**src/mpl_pkg.sv**
```systemverilog
// mpl_pkg: shared types, turn codes and angle helpers for the maze path learner
// no dependencies; imported by mpl_decide, mpl_ctrl and the top level
package mpl_pkg;

    typedef enum logic [1:0] {
        TURN_L = 2'd0,
        TURN_S = 2'd1,
        TURN_R = 2'd2,
        TURN_B = 2'd3
    } turn_t;

    typedef enum logic [2:0] {
        S_IDLE,
        S_READ,
        S_PUSH,
        S_FETCH,
        S_REDUCE
    } state_t;

    localparam logic       MODE_REPORT = 1'b0;
    localparam logic       MODE_READ   = 1'b1;

    localparam int         LEVEL_W = 10;
    localparam int         CFG_IDX_W = 2;

    localparam logic [CFG_IDX_W-1:0] CFG_EXIT     = 2'd0;
    localparam logic [CFG_IDX_W-1:0] CFG_STRAIGHT = 2'd1;
    localparam logic [CFG_IDX_W-1:0] CFG_FINISH   = 2'd2;

    localparam logic [LEVEL_W-1:0] EXIT_RESET     = 10'd100;
    localparam logic [LEVEL_W-1:0] STRAIGHT_RESET = 10'd200;
    localparam logic [LEVEL_W-1:0] FINISH_RESET   = 10'd600;

    typedef struct packed {
        logic  finished;
        turn_t turn;
    } decision_t;

    // angle in quarter turns (degrees in brackets): left 3 (270), straight 0, right 1 (90), back 2 (180)
    function automatic logic [1:0] quarter_of(input turn_t code);
        logic [1:0] q;
        case (code)
            TURN_L:  q = 2'd3;
            TURN_S:  q = 2'd0;
            TURN_R:  q = 2'd1;
            TURN_B:  q = 2'd2;
            default: q = 2'd0;
        endcase
        return q;
    endfunction

    function automatic turn_t code_of(input logic [1:0] q);
        turn_t code;
        case (q)
            2'd0:    code = TURN_S;
            2'd1:    code = TURN_R;
            2'd2:    code = TURN_B;
            2'd3:    code = TURN_L;
            default: code = TURN_S;
        endcase
        return code;
    endfunction

endpackage

```
**src/mpl_ram.sv**
```systemverilog
// mpl_ram: generic single-clock ram, one write port, one registered read port
// no dependencies
module mpl_ram #(
    parameter int WIDTH = 2,
    parameter int DEPTH = 128
) (
    input  logic                     clk,
    input  logic                     we,
    input  logic [$clog2(DEPTH)-1:0] waddr,
    input  logic [WIDTH-1:0]         wdata,
    input  logic [$clog2(DEPTH)-1:0] raddr,
    output logic [WIDTH-1:0]         rdata
);

    logic [WIDTH-1:0] mem [DEPTH];
    logic [WIDTH-1:0] rdata_reg;

    always_ff @(posedge clk)
    begin
        if (we)
        begin
            mem[waddr] <= wdata;
        end
        rdata_reg <= mem[raddr];
    end

    assign rdata = rdata_reg;

endmodule

```
**src/mpl_decide.sv**
```systemverilog
// mpl_decide: exit detection, finish pattern and left-hand turn choice
// depends on mpl_pkg
module mpl_decide
    import mpl_pkg::*;
(
    input  logic [LEVEL_W-1:0] left_level,
    input  logic [LEVEL_W-1:0] right_level,
    input  logic [LEVEL_W-1:0] centre_left_level,
    input  logic [LEVEL_W-1:0] centre_level,
    input  logic [LEVEL_W-1:0] centre_right_level,
    input  logic [LEVEL_W-1:0] exit_thr,
    input  logic [LEVEL_W-1:0] straight_thr,
    input  logic [LEVEL_W-1:0] finish_thr,
    output decision_t          dec
);

    logic has_left;
    logic has_right;
    logic has_straight;

    assign has_left     = left_level > exit_thr;
    assign has_right    = right_level > exit_thr;
    assign has_straight = (centre_left_level > straight_thr) ||
                          (centre_level > straight_thr) ||
                          (centre_right_level > straight_thr);

    always_comb
    begin
        dec.finished = (centre_left_level > finish_thr) &&
                       (centre_level > finish_thr) &&
                       (centre_right_level > finish_thr);
        if (has_left)
        begin
            dec.turn = TURN_L;
        end
        else if (has_straight)
        begin
            dec.turn = TURN_S;
        end
        else if (has_right)
        begin
            dec.turn = TURN_R;
        end
        else
        begin
            dec.turn = TURN_B;
        end
    end

endmodule

```
**src/mpl_ctrl.sv**
```systemverilog
// mpl_ctrl: sequencer for reads, push, top-of-stack fetch and path reduction
// depends on mpl_pkg; drives the turn store ram in the top level
module mpl_ctrl
    import mpl_pkg::*;
#(
    parameter int PATH_DEPTH = 128
) (
    input  logic                          clk,
    input  logic                          rst_n,
    input  logic                          start,
    input  logic                          mode,
    input  logic [6:0]                    read_index,
    input  decision_t                     dec,
    output logic                          busy,
    output logic                          done,
    output logic [1:0]                    turn_code,
    output logic                          maze_finished,
    output logic [7:0]                    path_count,
    output logic                          path_full,
    output logic [1:0]                    entry_code,
    output logic                          ram_we,
    output logic [$clog2(PATH_DEPTH)-1:0] ram_waddr,
    output logic [1:0]                    ram_wdata,
    output logic [$clog2(PATH_DEPTH)-1:0] ram_raddr,
    input  logic [1:0]                    ram_rdata
);

    localparam int AW = $clog2(PATH_DEPTH);
    localparam int CW = $clog2(PATH_DEPTH + 1);
    localparam int PW = (CW > 8) ? CW : 8;
    localparam int IW = (CW > 7) ? CW : 7;

    state_t         state_reg, state_next;
    logic [CW-1:0]  count_reg, count_next;
    logic           done_reg, done_next;
    turn_t          turn_out_reg, turn_out_next;
    logic           fin_reg, fin_next;
    logic           full_reg, full_next;
    logic [1:0]     entry_reg, entry_next;
    turn_t          turn_reg;
    turn_t          top_reg;
    logic           hit_reg;

    logic [IW-1:0]  idx_ext;
    logic [IW-1:0]  cnt_idx;
    logic           hit;
    logic [PW-1:0]  cnt_wide;
    logic [AW-1:0]  addr_top;
    logic [AW-1:0]  addr_second;
    logic [1:0]     quarter_sum;

    assign idx_ext     = IW'(read_index);
    assign cnt_idx     = IW'(count_reg);
    assign hit         = idx_ext < cnt_idx;
    assign cnt_wide    = PW'(count_reg);
    assign addr_top    = AW'(count_reg - CW'(1));
    assign addr_second = AW'(count_reg - CW'(2));
    // quarter angles add modulo four
    assign quarter_sum = quarter_of(turn_reg) + quarter_of(top_reg) +
                         quarter_of(turn_t'(ram_rdata));

    always_ff @(posedge clk or negedge rst_n)
    begin
        if (!rst_n)
        begin
            state_reg    <= S_IDLE;
            count_reg    <= '0;
            done_reg     <= 1'b0;
            turn_out_reg <= TURN_L;
            fin_reg      <= 1'b0;
            full_reg     <= 1'b0;
            entry_reg    <= 2'd0;
        end
        else
        begin
            state_reg    <= state_next;
            count_reg    <= count_next;
            done_reg     <= done_next;
            turn_out_reg <= turn_out_next;
            fin_reg      <= fin_next;
            full_reg     <= full_next;
            entry_reg    <= entry_next;
        end
    end

    always_ff @(posedge clk)
    begin
        if (state_reg == S_IDLE && start)
        begin
            turn_reg <= dec.turn;
            hit_reg  <= hit;
        end
        if (state_reg == S_FETCH)
        begin
            top_reg <= turn_t'(ram_rdata);
        end
    end

    always_comb
    begin
        state_next    = state_reg;
        count_next    = count_reg;
        done_next     = 1'b0;
        turn_out_next = turn_out_reg;
        fin_next      = fin_reg;
        full_next     = full_reg;
        entry_next    = entry_reg;
        ram_we        = 1'b0;
        ram_waddr     = count_reg[AW-1:0];
        ram_wdata     = turn_reg;
        ram_raddr     = idx_ext[AW-1:0];
        case (state_reg)
            S_IDLE:
            begin
                if (start)
                begin
                    if (mode == MODE_READ)
                    begin
                        state_next = S_READ;
                    end
                    else if (dec.finished)
                    begin
                        done_next     = 1'b1;
                        turn_out_next = TURN_L;
                        fin_next      = 1'b1;
                        full_next     = 1'b0;
                        entry_next    = 2'd0;
                    end
                    else if (count_reg == CW'(PATH_DEPTH))
                    begin
                        // request dropped, store and count untouched
                        done_next     = 1'b1;
                        turn_out_next = dec.turn;
                        fin_next      = 1'b0;
                        full_next     = 1'b1;
                        entry_next    = 2'd0;
                    end
                    else
                    begin
                        state_next = S_PUSH;
                    end
                end
            end
            S_READ:
            begin
                done_next     = 1'b1;
                turn_out_next = TURN_L;
                fin_next      = 1'b0;
                full_next     = 1'b0;
                entry_next    = hit_reg ? ram_rdata : 2'd0;
                state_next    = S_IDLE;
            end
            S_PUSH:
            begin
                ram_we     = 1'b1;
                ram_raddr  = addr_top;
                state_next = S_FETCH;
            end
            S_FETCH:
            begin
                ram_raddr  = addr_second;
                state_next = S_REDUCE;
            end
            S_REDUCE:
            begin
                // entry before last is the old top; three entries collapse to one
                if (count_reg >= CW'(2) && top_reg == TURN_B)
                begin
                    ram_we     = 1'b1;
                    ram_waddr  = addr_second;
                    ram_wdata  = code_of(quarter_sum);
                    count_next = count_reg - CW'(1);
                end
                else
                begin
                    count_next = count_reg + CW'(1);
                end
                done_next     = 1'b1;
                turn_out_next = turn_reg;
                fin_next      = 1'b0;
                full_next     = 1'b0;
                entry_next    = 2'd0;
                state_next    = S_IDLE;
            end
            default:
            begin
                state_next = S_IDLE;
            end
        endcase
    end

    assign busy          = state_reg != S_IDLE;
    assign done          = done_reg;
    assign turn_code     = turn_out_reg;
    assign maze_finished = fin_reg;
    assign path_full     = full_reg;
    assign entry_code    = entry_reg;
    assign path_count    = cnt_wide[7:0];

`ifndef SYNTHESIS
    a_count_range: assert property (@(posedge clk) disable iff (!rst_n)
        count_reg <= CW'(PATH_DEPTH))
        else $error("path count beyond depth");

    a_done_idle: assert property (@(posedge clk) disable iff (!rst_n)
        done_reg |-> state_reg == S_IDLE)
        else $error("result strobe while sequencer busy");

    a_finish_no_store: assert property (@(posedge clk) disable iff (!rst_n)
        (state_reg == S_IDLE && start && mode == MODE_REPORT && dec.finished)
        |=> done_reg && fin_reg && $stable(count_reg))
        else $error("finish item changed the path");

    a_reduce_done: assert property (@(posedge clk) disable iff (!rst_n)
        state_reg == S_REDUCE |=> done_reg && !full_reg)
        else $error("push without result");

    a_finish_fields: assert property (@(posedge clk) disable iff (!rst_n)
        fin_reg |-> turn_out_reg == TURN_L && !full_reg)
        else $error("finish result carries a turn");
`endif

endmodule

```
**src/maze_path_learner_top.sv**
```systemverilog
// maze_path_learner_top: learning phase of a left-hand wall follower with path reduction
// sequence: finish or full item answers from idle, read item passes the read state, pushed turn
// passes push, fetch and reduce; a push is a write, two stack reads, a conditional write-back
// busy drops in the cycle done strobes, so the next start is taken then; done cannot be held off
// reset: count and sequencer cleared, thresholds 100/200/600; turn store left uncleared
// depends on mpl_pkg, mpl_decide, mpl_ram, mpl_ctrl
module maze_path_learner_top
    import mpl_pkg::*;
#(
    parameter int PATH_DEPTH = 128
) (
    input  logic                 clk,
    input  logic                 rst_n,
    input  logic                 start,
    output logic                 busy,
    input  logic                 mode,
    input  logic [LEVEL_W-1:0]   left_level,
    input  logic [LEVEL_W-1:0]   right_level,
    input  logic [LEVEL_W-1:0]   centre_left_level,
    input  logic [LEVEL_W-1:0]   centre_level,
    input  logic [LEVEL_W-1:0]   centre_right_level,
    input  logic [6:0]           read_index,
    output logic                 done,
    output logic [1:0]           turn_code,
    output logic                 maze_finished,
    output logic [7:0]           path_count,
    output logic                 path_full,
    output logic [1:0]           entry_code,
    input  logic                 cfg_valid,
    output logic                 cfg_ready,
    input  logic [CFG_IDX_W-1:0] cfg_index,
    input  logic [LEVEL_W-1:0]   cfg_data
);

    localparam int AW = $clog2(PATH_DEPTH);

    logic [LEVEL_W-1:0] exit_thr_reg;
    logic [LEVEL_W-1:0] straight_thr_reg;
    logic [LEVEL_W-1:0] finish_thr_reg;
    decision_t          dec;
    logic               ram_we;
    logic [AW-1:0]      ram_waddr;
    logic [1:0]         ram_wdata;
    logic [AW-1:0]      ram_raddr;
    logic [1:0]         ram_rdata;

    assign cfg_ready = 1'b1;

    always_ff @(posedge clk or negedge rst_n)
    begin
        if (!rst_n)
        begin
            exit_thr_reg     <= EXIT_RESET;
            straight_thr_reg <= STRAIGHT_RESET;
            finish_thr_reg   <= FINISH_RESET;
        end
        else if (cfg_valid && cfg_ready)
        begin
            case (cfg_index)
                CFG_EXIT:     exit_thr_reg     <= cfg_data;
                CFG_STRAIGHT: straight_thr_reg <= cfg_data;
                CFG_FINISH:   finish_thr_reg   <= cfg_data;
                default:      ;
            endcase
        end
    end

    mpl_decide u_decide (
        .left_level         (left_level),
        .right_level        (right_level),
        .centre_left_level  (centre_left_level),
        .centre_level       (centre_level),
        .centre_right_level (centre_right_level),
        .exit_thr           (exit_thr_reg),
        .straight_thr       (straight_thr_reg),
        .finish_thr         (finish_thr_reg),
        .dec                (dec)
    );

    mpl_ram #(
        .WIDTH (2),
        .DEPTH (PATH_DEPTH)
    ) u_turn_store (
        .clk   (clk),
        .we    (ram_we),
        .waddr (ram_waddr),
        .wdata (ram_wdata),
        .raddr (ram_raddr),
        .rdata (ram_rdata)
    );

    mpl_ctrl #(
        .PATH_DEPTH (PATH_DEPTH)
    ) u_ctrl (
        .clk           (clk),
        .rst_n         (rst_n),
        .start         (start),
        .mode          (mode),
        .read_index    (read_index),
        .dec           (dec),
        .busy          (busy),
        .done          (done),
        .turn_code     (turn_code),
        .maze_finished (maze_finished),
        .path_count    (path_count),
        .path_full     (path_full),
        .entry_code    (entry_code),
        .ram_we        (ram_we),
        .ram_waddr     (ram_waddr),
        .ram_wdata     (ram_wdata),
        .ram_raddr     (ram_raddr),
        .ram_rdata     (ram_rdata)
    );

endmodule
```
**config.mk**
```make
export PLATFORM = sky130hd
export DESIGN_NAME = maze_path_learner_top
export DESIGN_NICKNAME = d
export VERILOG_FILES = /design/src/mpl_pkg.sv /design/src/mpl_ram.sv /design/src/mpl_decide.sv /design/src/mpl_ctrl.sv /design/src/maze_path_learner_top.sv
export SDC_FILE = /design/constraint.sdc
export NUM_CORES = 1
export LEC_CHECK = 0
export BUFFER_PORTS_ARGS = -buffer_cell sky130_fd_sc_hd__buf_2
export CAP_MARGIN = 10
export CORE_AREA = 8 8 137 234
export CTS_BUF_LIST = sky130_fd_sc_hd__clkbuf_8
export CTS_CLUSTER_SIZE = 8
export DETAILED_ROUTE_END_ITERATION = 8
export DIE_AREA = 0 0 145 242
export PLACE_DENSITY = 0.72
export SLEW_MARGIN = 20
export SYNTH_ARGS = -nofsm -noshare
export SYNTH_HDL_FRONTEND = slang
export SYNTH_HIERARCHICAL = 1
export SYNTH_SLANG_ARGS = --single-unit
```
**constraint.sdc**
```tcl
create_clock -name clk -period 23.7 [get_ports clk]
set_input_delay 3.555 -clock clk [delete_from_list [all_inputs] [get_ports clk]]
set_output_delay 3.555 -clock clk [all_outputs]
set_load 0.02 [all_outputs]
```
==> results.cfg <==
[logic_synthesis]
ys_seq_elements = 311
synth_nets = 1296
async_flop_share_pct = 15.4
synth_edf_count = 261
syn_inst = 1122
synth_seq_area_share_pct = 58.4
yosysWarnings = 6
ys.flop_type = edfxtp_1
synth_cell_types = 68
syn_area_um2 = 15600
syn_avg_cell_area_um2 = 13.9

[timing]
period_share_pct = 27.8
min_period_ps = 6580
final-setup-viol-count = 0
worst_pin_slew_ps = 1070
grt_setup_unrepaired = false
clock.fmax_mhz = 152
hold_viol = 0
slew_violations = 0
fin_setup_tns_ps = 0
skew_ps = 30.4
slew_headroom_pct = 28.5

[clock_tree]
insertion_delay_ps = 590
clock-sinks = 311
cts_max_level = 2
hold_buffers = 0
clkSlewWorstSetupHoldPaths_ps = 60
cts_setup_buffers = 0
tritoncts = done
ctsResizeCount = 0
numCtsBuffers = 46
cts-root-buf = clkbuf_8
clock_path_buffers = 3

[power]
p_leak_uw = 0.00641
vdd_drop_max_mv = 0.0488
p_per_area_nw_per_um2 = 105

[flow_run]
cap_viol_max_count = 0

[global_route]
grt_pass1_vias = 10200
antenna_found_initial = 0
grt.total_usage_pct = 20.9
grt_max_degree = 95
grt_pass1_wl_mm = 56.6
grt_overflow = 0

[final_layout]
n_fill_cell = 2284
fin_area_um2 = 17100
n_antenna_cell = 0
utilization_pct = 59.0
finalNetCount = 1393
drive_gt1_share_pct = 21.5
area_growth_pct = 9.77
top_register = u_turn_store/mem
largest_reg_flops = 256

[critical_path]
critPathTopFamily = buffers and inverters
endpoint_kind = flop
crit_path_end = u_turn_store/rdata[0]$_DFF_P_
cp_cell_sequence = buf_2, nand2_1, o21ai_4, buf_4, buf_4, mux4_2, mux4_2, o22ai_1, nor4_1, or4_1
required_ps = 24150
crit_type = in -> reg
r2r_start = u_ctrl/path_count[0]$_DFFE_PN0N_
worstReg2RegEnd = u_turn_store/mem[115][1]$_DFFE_PP_
startpoint = read_index[0]
crit_slowest_cell = buf_4
cpPeakStageDelay_ps = 770
cp_max_fo = 47
crit_path_start_kind = input port
critPathBufInv = 3
r2r_cells = 9
r2r_slack_ps = 18600
crit_cells = 10
cp_data_arrival_time_ps = 7030

[route]
via_count = 9620
wl_per_cell_um = 22.6
dr.pass1.iters = 5
drcViolationCount = 0
routed_wl_mm = 36.6
drt-initial-drc-count = 597
ant_nets = 0
via_per_inst = 5.93

[floorplanning]
fp.dieW_um = 145
die_area_um2 = 35100
die_h_um = 242
coreArea_um2 = 29000
floorplan.initialDensity_pct = 53.7
ioPinCount = 91
fp-row-count = 83

[placed_design]
portBuffers = 89
hpwlAfterDp_mm = 26.1
place.gp.congestion = 0.905
placed_area_um2 = 16300

[min_path]
hold_path.class = reg -> reg

[outcome]
status = finished clean
-- routing by layer --
layer  vias up  global-route usage (%)  share of wire, %
met2       348                    39.4                55
met3       126                    2.84               4.5
met4         0                    13.7               6.3
li1       4420                       -                 -
met1      4726                    21.0                34
met5         -                       0                 0
-- where the power goes --
part           switching [uW]  internal (uW)  total [uW]
clock network             190            182         372
registers                39.5            669         708
logic                     419            293         712
-- cell families after synthesis --
logic type | Yosys count | share of synthesized area [%]
xor gates and xnor gates | 24 | 1.35
AOI/OAI and AO/OA | 133 | 5.77
adders and majority gates | 100 | 8.09
other | 1 | 0.0241
DFF | 311 | 58.4
buffers and inverters | 111 | 3.29
muxes | 128 | 13.7
and+or+nand+nor | 314 | 9.41
-- Yosys cell counts (3+ instances only) --
| master | count | share of area [%] |
|---|---|---|
| mux4_1 | 5 | 0.84 |
| a22oi_1 | 18 | 0.87 |
| a221oi_1 | 3 | 0.17 |
| a31oi_1 | 4 | 0.16 |
| a21o_1 | 16 | 0.77 |
| clkbuf_1 | 27 | 0.65 |
| dfstp_2 | 10 | 1.7 |
| a211oi_1 | 5 | 0.24 |
| and4_1 | 3 | 0.17 |
| nand4_1 | 18 | 0.72 |
| buf_1 | 5 | 0.12 |
| a21oi_1 | 34 | 1.1 |
| nand2b_1 | 12 | 0.48 |
| mux2_2 | 19 | 1.4 |
| xnor2_1 | 20 | 1.1 |
| nand2_1 | 47 | 1.1 |
| nor4_1 | 5 | 0.20 |
| o21ai_1 | 3 | 0.096 |
| nor3_1 | 26 | 0.84 |
| mux4_2 | 51 | 7.4 |
| buf_6 | 8 | 0.58 |
| o21ai_0 | 21 | 0.68 |
| mux2_4 | 20 | 1.9 |
| nand3_1 | 20 | 0.64 |
| nor2_1 | 150 | 3.6 |
| inv_1 | 58 | 1.4 |
| edfxtp_1 | 261 | 50 |
| xor2_1 | 4 | 0.23 |
| dfrtp_1 | 38 | 6.1 |
| buf_2 | 9 | 0.29 |
| mux2i_1 | 33 | 2.1 |
| o22ai_1 | 9 | 0.36 |
| ha_1 | 99 | 8.0 |
| nor2b_1 | 13 | 0.52 |
-- worst min-delay path by stage --
| stage | startpoint | endpoint | slack, ps | cells after the start |
|---|---|---|---|---|
| after floorplan | u_turn_store/rdata[0]$_DFF_P_ | u_ctrl/top_reg[0]$_DFFE_PP_ | 430 | 0 |
| after global placement | exit_thr_reg[4]$_DFFE_PN0P_ | exit_thr_reg[4]$_DFFE_PN0P_ | 490 | 1 |
| after detailed placement | straight_thr_reg[1]$_DFFE_PN0P_ | straight_thr_reg[1]$_DFFE_PN0P_ | 490 | 1 |
| after CTS | finish_thr_reg[8]$_DFFE_PN0P_ | finish_thr_reg[8]$_DFFE_PN0P_ | 510 | 1 |
| after global routing | finish_thr_reg[8]$_DFFE_PN0P_ | finish_thr_reg[8]$_DFFE_PN0P_ | 520 | 1 |
| final | finish_thr_reg[8]$_DFFE_PN0P_ | finish_thr_reg[8]$_DFFE_PN0P_ | 510 | 1 |
-- placed cells by master, fill, tap and decap left out, drive strengths merged, types with 5 or more instances in the layout --
master	n
buf	101
nor3	26
edfxtp	261
nor2	150
dfrtp	38
xnor2	20
nand2	47
nor4	5
inv	75
dfstp	10
a22oi	18
mux2	39
mux2i	33
o22ai	9
mux4	56
nand3	20
clkinv	5
o21ai	26
a21o	16
nor2b	13
clkbuf	47
nand2b	12
nand4	19
a21oi	34
a211oi	5
ha	99
-- cell type report --
| class | count | area [um^2] | area share (%) |
|---|---|---|---|
| clock inverter | 21 | 101 | 0.593 |
| clock buffer | 47 | 647 | 3.79 |
| sequential | 311 | 9090 | 53.2 |
| multi-input combinational | 700 | 6010 | 35.2 |
| inverter | 59 | 221 | 1.30 |
| timing repair buffer | 101 | 536 | 3.14 |
| tap | 382 | 478 | 2.80 |
-- through the flow --
| stage | power [uW] | worst slack [ps] | hold WS, ps | instances |
|---|---|---|---|---|
| floorplan | 1250 | 15840 | 431 | 1122 |
| global placement | 1420 | 16530 | 493 | 1553 |
| detailed placement | 1430 | 16480 | 494 | 1553 |
| CTS | 1810 | 17080 | 510 | 1621 |
| global route | 1880 | 16940 | 519 | 1621 |
| finish | 1790 | 17120 | 506 | 1621 |
(Power assumes the default switching activity.)
